`src/design/mbq_pkg.sv`:
```
// Shared constants, register codes and coefficient type for the biquad filter.
`timescale 1ns / 1ps
`default_nettype none

package mbq_pkg;

    // Coefficient word width (signed fixed point)
    localparam int COEF_BITS = 32;

    // Configuration port
    localparam int PADDR_W  = 5;
    localparam int PDATA_W  = 32;
    localparam int NUM_REGS = 5;

    // Register indexes, byte address = 4 * index
    typedef enum logic [2:0] {
        REG_B0 = 3'd0,
        REG_B1 = 3'd1,
        REG_B2 = 3'd2,
        REG_A1 = 3'd3,
        REG_A2 = 3'd4
    } t_reg_idx;

    typedef struct packed {
        logic signed [COEF_BITS-1:0] b0;
        logic signed [COEF_BITS-1:0] b1;
        logic signed [COEF_BITS-1:0] b2;
        logic signed [COEF_BITS-1:0] a1;
        logic signed [COEF_BITS-1:0] a2;
    } t_coefs;

    // Output queue
    localparam int OUT_DEPTH = 4;
    localparam int OUT_PTR_W = 2;
    localparam int OUT_CNT_W = 3;

endpackage

`default_nettype wire

```
`src/design/mbq_mac.sv`:
```
// Sum of the five products, round to nearest and saturate to the sample width.
`timescale 1ns / 1ps
`default_nettype none

module mbq_mac #(
    parameter int SAMPLE_BITS    = 24,
    parameter int COEF_FRAC_BITS = 29
) (
    input  wire logic signed [mbq_pkg::COEF_BITS+SAMPLE_BITS-1:0] i_p_b0,
    input  wire logic signed [mbq_pkg::COEF_BITS+SAMPLE_BITS-1:0] i_p_b1,
    input  wire logic signed [mbq_pkg::COEF_BITS+SAMPLE_BITS-1:0] i_p_b2,
    input  wire logic signed [mbq_pkg::COEF_BITS+SAMPLE_BITS-1:0] i_p_a1,
    input  wire logic signed [mbq_pkg::COEF_BITS+SAMPLE_BITS-1:0] i_p_a2,
    output logic      signed [SAMPLE_BITS-1:0]                    o_y
);
    import mbq_pkg::*;

    localparam int PW = COEF_BITS + SAMPLE_BITS;
    // three guard bits cover five terms
    localparam int SW = PW + 3;
    localparam logic signed [SW-1:0] ROUND_HALF = SW'(1) <<< (COEF_FRAC_BITS - 1);

    logic signed [SW-1:0] c_sum;
    logic signed [SW-1:0] c_rnd;
    logic signed [SW-1:0] c_q;
    logic                 c_ovf;

    assign c_sum = SW'(i_p_b0) + SW'(i_p_b1) + SW'(i_p_b2)
                 - SW'(i_p_a1) - SW'(i_p_a2);
    assign c_rnd = c_sum + ROUND_HALF;
    assign c_q   = c_rnd >>> COEF_FRAC_BITS;

    // fits when every bit above the sample sign bit copies it
    assign c_ovf = !((&c_q[SW-1:SAMPLE_BITS-1]) || !(|c_q[SW-1:SAMPLE_BITS-1]));

    always_comb begin
        if (!c_ovf) begin
            o_y = c_q[SAMPLE_BITS-1:0];
        end else if (c_q[SW-1]) begin
            o_y = {1'b1, {(SAMPLE_BITS-1){1'b0}}};
        end else begin
            o_y = {1'b0, {(SAMPLE_BITS-1){1'b1}}};
        end
    end

endmodule

`default_nettype wire

```
`config.mk`:
```
export PLATFORM = sky130hd
export DESIGN_NAME = mbq_mac
export DESIGN_NICKNAME = d
export VERILOG_FILES = /design/src/design/mbq_pkg.sv /design/src/design/mbq_mac.sv
export SDC_FILE = /design/constraint.sdc
export NUM_CORES = 1
export LEC_CHECK = 0
export ABC_AREA = 0
export BUFFER_PORTS_ARGS = -buffer_cell sky130_fd_sc_hd__clkbuf_2
export CAP_MARGIN = 0
export CORE_ASPECT_RATIO = 1.1
export CORE_MARGIN = 3
export CORE_UTILIZATION = 30
export DETAILED_ROUTE_END_ITERATION = 6
export PLACE_DENSITY_LB_ADDON = 0.2
export SETUP_SLACK_MARGIN = 0.1
export SYNTH_ARGS = -nofsm -noshare
export SYNTH_HDL_FRONTEND = slang
export SYNTH_SLANG_ARGS = --single-unit
```
`constraint.sdc`:
```
create_clock -name vclk -period 6.75
set_clock_uncertainty 0.05 [all_clocks]
set_input_delay 0.675 -clock vclk [all_inputs]
set_output_delay 0.675 -clock vclk [all_outputs]
set_load 0.01 [all_outputs]
```
==> run metrics, run 1 <==
final worst path period need=6.47 ns; RePlAce Congestion=0.830; period utilization=95.8%; class of the tightest hold or removal check=in2out; outcome=finished, final reports clean; vias in the first global route=7973; leading cell types by total area after synthesis=sky130_fd_sc_hd__fa_1 (40%), sky130_fd_sc_hd__ha_1 (17%), sky130_fd_sc_hd__inv_1 (16%), sky130_fd_sc_hd__a21oi_1 (2.8%), sky130_fd_sc_hd__a21o_1 (2.5%); detailed-routing iteration count for the pre-antenna-repair pass=4; met3 usage=1.43%; post-synth top area share=39.8%; worst max-slew margin expressed relative to the limit=about two thirds; dominant cell type by area after synthesis=sky130_fd_sc_hd__fa_1; number of max-cap violations=0; pin slew with the least headroom to its limit=slightly above 0.5 ns; Port Buf Inserts=304; horizontal die dimension=166 µm; Initial Utilization=30.9%; sequential cell area=0 µm²; Finish-stage setup viols=0; hold_buf cts=0; antenna violations before repair=2; power after layout=4.48 mW; Final Non-Filler Cells=1654; global-route wire length before repair=roughly 36000 µm; post-route standard cell area excluding fillers=between 0.01 and 0.015 mm²; vertical die dimension=182 µm; number of cells on the worst hold path=7; count of clock-net buffers in the final layout=0; post-synthesis sequential area ratio=0%; Worst Path Required=roughly 6.0 ns; number of DRC violations after detailed-routing iteration 0=around 220; detailed placement HPWL=20700 µm; pin count of the biggest net entering global routing=14; mean area per synthesized cell=8.51 µm²; cell area after technology mapping=roughly 0.0085 mm²; Top Usage Layer GRT=met2; grt met1 use=17.2%; number of vias per cell=4.46; flip-flop and latch count=0; Crit. End Element=primary output; net count of the mapped netlist=between 1500 and 2000; final hold vios=0; leakage component of the power=about 6.2 nW; P per Cell Area=419 mW/mm²; number of warnings issued by yosys=0; diode insertion count for antenna repair=0; ranking of synthesized cells by instance count=sky130_fd_sc_hd__inv_1 (361), sky130_fd_sc_hd__fa_1 (168), sky130_fd_sc_hd__ha_1 (112); # nets final=between 1500 and 2000; area inside the core boundary=0.0274 mm²; most common cell in the synthesized netlist=sky130_fd_sc_hd__inv_1; setup tns final=0 ns; timing-limited maximum frequency=155 MHz; Worst Setup Path Type=in2out; Hold Startpoint=i_p_b2[55]; overall die area=0.0302 mm²; ANT nets after route=0; overall via count from detail_route=7377; Post-Place Cell Area=roughly 0.010 mm²; final number of max-transition violations=0; count of cell types in the netlist=67; relative area change from synthesis to final layout=26.6%; Top-Level Pins=304; number of cells produced by synthesis=994; Placement Rows=63; IR drop worst, VDD=0.000444 V; DRC viols=0; kind of launch point of the worst setup path=input port; GRT met2 Usage=27.7%; mean routed wirelength per cell=13.4 µm; Layout Utilization=39.1%; hold path endpoint=o_y[23]; combined global-route utilization of all metal layers=14.1%; top fanout value on the critical path=7; arrival time worst endpoint=5.74 ns; Placed Instances=1643; final wirelength=22200 µm; setup repair after global routing missed its margin=false; grt total ovfl=0; fraction of final layout cells with drive strength greater than 1=29.9%
==> power breakdown <==
part | internal (mW) | total (mW) | switching (mW)
combinational | 1.87 | 4.48 | 2.61
sequential | 0 | 0 | 0
clock | 0 | 0 | 0
==> metrics by stage <==
step                hold slack, ns  setup WS (ns)
global route                  2.40         0.0482
global placement              2.28          0.189
CTS                           2.29          0.126
floorplan                     2.04          0.815
detailed placement            2.29          0.148
finish                        2.29          0.283
==> final cells by class <==
cell class / count / area, µm²
multi-input combinational: 616 / 7240
inverter: 361 / 1360
tap: 357 / 447
timing repair buffer: 320 / 1660
fill: 2884 / 16600
==> layout by cell type, fill, tap and decap left out, types with 4 or more instances in the layout <==
master / count
sky130_fd_sc_hd__a21o_1: 28
sky130_fd_sc_hd__a21oi_1: 46
sky130_fd_sc_hd__a31oi_1: 4
sky130_fd_sc_hd__and2_1: 4
sky130_fd_sc_hd__and3_1: 7
sky130_fd_sc_hd__buf_4: 11
sky130_fd_sc_hd__buf_6: 4
sky130_fd_sc_hd__clkbuf_2: 303
sky130_fd_sc_hd__fa_1: 168
sky130_fd_sc_hd__ha_1: 100
sky130_fd_sc_hd__ha_2: 5
sky130_fd_sc_hd__ha_4: 7
sky130_fd_sc_hd__inv_1: 360
sky130_fd_sc_hd__nand2_1: 35
sky130_fd_sc_hd__nand2b_1: 6
sky130_fd_sc_hd__nand3_1: 9
sky130_fd_sc_hd__nand3_2: 5
sky130_fd_sc_hd__nand4_1: 12
sky130_fd_sc_hd__nor2_1: 18
sky130_fd_sc_hd__nor2b_1: 4
sky130_fd_sc_hd__nor3_1: 5
sky130_fd_sc_hd__o21a_1: 4
sky130_fd_sc_hd__o21ai_0: 26
sky130_fd_sc_hd__o21ai_1: 6
sky130_fd_sc_hd__o21ai_2: 21
sky130_fd_sc_hd__o21bai_1: 8
sky130_fd_sc_hd__xnor2_1: 12
sky130_fd_sc_hd__xor2_1: 15
==> worst max-delay path, stage by stage <==
cell                        delay (ns)
sky130_fd_sc_hd__clkbuf_2         0.08
sky130_fd_sc_hd__inv_1            0.05
sky130_fd_sc_hd__fa_1             0.54
sky130_fd_sc_hd__inv_1            0.05
sky130_fd_sc_hd__fa_1             0.48
sky130_fd_sc_hd__inv_1            0.05
sky130_fd_sc_hd__fa_1             0.47
sky130_fd_sc_hd__inv_1            0.05
sky130_fd_sc_hd__ha_1             0.31
sky130_fd_sc_hd__buf_4            0.16
sky130_fd_sc_hd__nand4_1          0.14
sky130_fd_sc_hd__nor2_1           0.17
sky130_fd_sc_hd__o2bb2ai_2        0.16
sky130_fd_sc_hd__o21ai_0          0.12
sky130_fd_sc_hd__o21a_2           0.25
sky130_fd_sc_hd__a31o_4           0.28
sky130_fd_sc_hd__o31ai_4          0.37
sky130_fd_sc_hd__a31oi_4          0.14
sky130_fd_sc_hd__xnor2_2          0.19
sky130_fd_sc_hd__o41ai_4          0.48
sky130_fd_sc_hd__buf_4            0.21
sky130_fd_sc_hd__buf_6            0.12
sky130_fd_sc_hd__o21ai_2          0.05
sky130_fd_sc_hd__buf_2            0.14
==> cell families after synthesis <==
family,synth area share [%]
AO/OA/AOI/OAI,16.1
XOR/XNOR,3.39
adder cells (fa/ha/maj),56.3
buffers and inverters,17.1
AND/OR/NAND/NOR,7.04
==> timing repair <==
| action | 4_1_cts | 5_1_grt |
|---|---|---|
| setup buffers | 0 | 9 |
| gates resized for setup | 0 | 44 |
| setup endpoints to repair | 0 | 23 |
==> worst max path at each step <==
stage | from | slack, ns | endpoint
finish | i_p_b0[22] | 0.28 | o_y[16]
global route | i_p_b0[22] | 0.05 | o_y[16]
CTS | i_p_b0[18] | 0.13 | o_y[4]
detailed placement | i_p_b0[15] | 0.15 | o_y[4]
global placement | i_p_b0[18] | 0.19 | o_y[4]
floorplan | i_p_b0[22] | 0.81 | o_y[10]
==> per-layer routing <==
metal	routed length [µm]	up-vias
met4	143	4
met1	8820	3504
met2	12200	196
met5	23	-
met3	994	14
li1	-	3659
No activity file was read; power rests on OpenSTA's default activity.
==> run 2: changes to the inputs <==
--- a/config.mk
+++ b/config.mk
@@ -5,12 +5,12 @@
 export SDC_FILE = /design/constraint.sdc
 export NUM_CORES = 1
 export LEC_CHECK = 0
-export ABC_AREA = 0
+export ABC_AREA = 1
 export BUFFER_PORTS_ARGS = -buffer_cell sky130_fd_sc_hd__clkbuf_2
 export CAP_MARGIN = 0
 export CORE_ASPECT_RATIO = 1.1
 export CORE_MARGIN = 3
-export CORE_UTILIZATION = 30
+export CORE_UTILIZATION = 45
 export DETAILED_ROUTE_END_ITERATION = 6
 export PLACE_DENSITY_LB_ADDON = 0.2
 export SETUP_SLACK_MARGIN = 0.1
==> run 2 against run 1 <==
First-iteration DRC count increased by 62%; hold slack got worse by 0.12 ns; non-clock buffer count decreased by 16; critical endpoint is now o_y[1]; largest cell class unchanged.
==> run metrics, run 2 <==
Top-Level Pins=304 (unchanged); number of max-cap violations=0 (unchanged); # nets final=2386 (+28%); vias in the first global route=9905 (+24%); Filler cells=2254 (-22%); relative area change from synthesis to final layout=18.6%; post-synth top area share=34.1% (-5.7 points); hold_buf cts=0 (unchanged); post-synthesis sequential area ratio=0% (unchanged); diode insertion count for antenna repair=0 (unchanged); Worst Path Required=6.02 ns (about the same); global-route wire length before repair=43900 µm (+21%); period utilization=86.2% (-9.6 points); RePlAce Congestion=0.988 (+19%); number of cells produced by synthesis=1525 (+53%); antenna violations before repair=0 (-2); net count of the mapped netlist=2085 (+34%); Placement Rows=56 (-11%); postcts setup bufs=0 (unchanged); grt total ovfl=0 (unchanged); pin slew with the least headroom to its limit=0.680 ns (+0.171 ns); P per Cell Area=344 mW/mm² (-18%); combined global-route utilization of all metal layers=21.8% (+7.7 points); ranking of synthesized cells by instance count=sky130_fd_sc_hd__inv_1 (533), sky130_fd_sc_hd__nand2_1 (440), sky130_fd_sc_hd__fa_1 (168); worst setup margin=0.930 ns (+0.647 ns); outcome=finished, final reports clean; final hold vios=0 (unchanged); flip-flop and latch count=0 (unchanged); fraction of final layout cells with drive strength greater than 1=18.1% (-12 points); pin count of the biggest net entering global routing=24 (+10); ANT nets after route=0 (unchanged); post-cts sizing count=0 (unchanged); timing-limited maximum frequency=172 MHz (+11%); Post-Place Cell Area=0.0117 mm² (+13%); hold_ws=2.16 ns (-0.121 ns); Worst Setup Path Type=in2out; most common cell in the synthesized netlist=sky130_fd_sc_hd__inv_1; area inside the core boundary=0.0214 mm² (-22%); number of vias per cell=4.48 (+0.51%); sequential cell area=0 µm² (unchanged); detailed-routing iteration count for the pre-antenna-repair pass=6 (+2); cell area after technology mapping=0.00987 mm² (+17%); overall via count from detail_route=9477 (+28%); worst max-slew margin expressed relative to the limit=54.2% (-11 points); commonest cells after routing, fill and taps aside=sky130_fd_sc_hd__inv_1 (533), sky130_fd_sc_hd__nand2_1 (440), sky130_fd_sc_hd__clkbuf_2 (304); horizontal die dimension=147 µm (-11%); final number of max-transition violations=0 (unchanged); most common cell after layout, fill and taps aside=sky130_fd_sc_hd__inv_1; detailed placement HPWL=24200 µm (+17%); leading cell types by total area after synthesis=sky130_fd_sc_hd__fa_1 (34%), sky130_fd_sc_hd__inv_1 (20%), sky130_fd_sc_hd__nand2_1 (17%), sky130_fd_sc_hd__ha_1 (14%), sky130_fd_sc_hd__nor2_1 (3.4%); class of the tightest hold or removal check=in2out; worst slack at placement=0.903 ns (+0.755 ns); Finish-stage setup viols=0 (unchanged); setup tns final=0 ns (unchanged); mean area per synthesized cell=6.48 µm² (-24%); Port Buf Inserts=304 (unchanged); overall die area=0.0238 mm² (-21%); dominant cell type by area after synthesis=sky130_fd_sc_hd__fa_1; Crit. End Element=primary output; number of warnings issued by yosys=0 (unchanged); number of DRC violations after detailed-routing iteration 0=349 (+62%); count of clock-net buffers in the final layout=0 (unchanged); setup repair after global routing missed its margin=false; post-route standard cell area excluding fillers=0.0117 mm² (+9.3%); mean routed wirelength per cell=12.0 µm (-10%); kind of launch point of the worst setup path=input port; DRC viols=0 (unchanged); final worst path period need=5.82 ns (-0.647 ns); area used by multi-input combinational logic=0.00781 mm² (+7.9%); arrival time worst endpoint=5.10 ns (-0.64 ns); Initial Utilization=46.1% (+15 points); top fanout value on the critical path=23 (+16); IR drop worst, VDD=0.000253 V (-43%); final wirelength=25300 µm (+14%); count of cell types in the netlist=27 (-60%); leakage component of the power=7.62 nW (+23%); vertical die dimension=161 µm (-11%)
[run 2: cell count changes in the layout (fill, tap and decap cells not counted), moves of 9 or more]
cell and change:
sky130_fd_sc_hd__nand4_1 -11, sky130_fd_sc_hd__nor2_1 +71, sky130_fd_sc_hd__o21ai_2 -21, sky130_fd_sc_hd__a21o_1 -27, sky130_fd_sc_hd__inv_1 +173, sky130_fd_sc_hd__o21ai_0 -20, sky130_fd_sc_hd__a21oi_1 +9, sky130_fd_sc_hd__nand2_1 +405
sky130_fd_sc_hd__nor2_2 +10, sky130_fd_sc_hd__nand3_1 +34, sky130_fd_sc_hd__buf_4 -11, sky130_fd_sc_hd__ha_1 +12
[run 2: layout make-up]
type | instances | share of cell area, %
timing repair buffer | 304 | 13.0
tap | 290 | 3.10
multi-input combinational | 985 | 66.7
inverter | 535 | 17.2
[run 2: layer usage]
metal | GRT usage, % | wire [µm] | up-vias
met5 | 0 | 0 | -
met4 | 1.74 | 262 | 0
li1 | - | - | 4914
met3 | 1.21 | 1610 | 20
met2 | 39.0 | 12300 | 257
met1 | 30.6 | 11200 | 4286
[run 2: cells by family after synthesis]
group / synth area share [%]
xor gates and xnor gates: 1.95
and+or+nand+nor: 24.8
AOI/OAI and AO/OA: 4.12
buffers and inverters: 20.9
adders and majority gates: 48.3
[run 2: critical path: stages]
cell                       delay (ns)
sky130_fd_sc_hd__clkbuf_2        0.07
sky130_fd_sc_hd__inv_1           0.04
sky130_fd_sc_hd__fa_1            0.53
sky130_fd_sc_hd__inv_1           0.06
sky130_fd_sc_hd__fa_1            0.52
sky130_fd_sc_hd__inv_1           0.05
sky130_fd_sc_hd__fa_1            0.47
sky130_fd_sc_hd__inv_1           0.04
sky130_fd_sc_hd__ha_1            0.30
sky130_fd_sc_hd__nand2_1         0.16
sky130_fd_sc_hd__inv_1           0.05
sky130_fd_sc_hd__a21oi_1         0.21
sky130_fd_sc_hd__o21ai_0         0.20
sky130_fd_sc_hd__nand2_1         0.13
sky130_fd_sc_hd__a21oi_1         0.08
sky130_fd_sc_hd__nor2_1          0.29
sky130_fd_sc_hd__nand3_1         0.11
sky130_fd_sc_hd__nand2_1         0.13
sky130_fd_sc_hd__nor2_1          0.06
sky130_fd_sc_hd__nand2_2         0.09
sky130_fd_sc_hd__nand3_2         0.41
sky130_fd_sc_hd__nand2_1         0.24
sky130_fd_sc_hd__clkbuf_2        0.16
[run 2: through the flow]
| stage | power (mW) | std cells | util, % |
|---|---|---|---|
| 2_1_floorplan | 2.87 | 1525 | - |
| 3_3_place_gp | 4.04 | 2114 | 54.6 |
| 3_5_place_dp | 4.04 | 2114 | 54.6 |
| 4_1_cts | 4.07 | 2114 | 54.6 |
| 5_1_grt | 4.66 | 2114 | 54.6 |
| 6_report | 4.03 | 2114 | 54.6 |
[run 2: power by group]
part           total, mW  switching [mW]  internal (mW)
clock                  0               0              0
sequential             0               0              0
combinational       4.03            2.62           1.41
[run 2: final timing paths]
check	startpoint	end	slack, ns	cells past startpoint
min	i_p_b2[55]	o_y[23]	2.16	7
max	i_p_b0[28]	o_y[1]	0.93	23
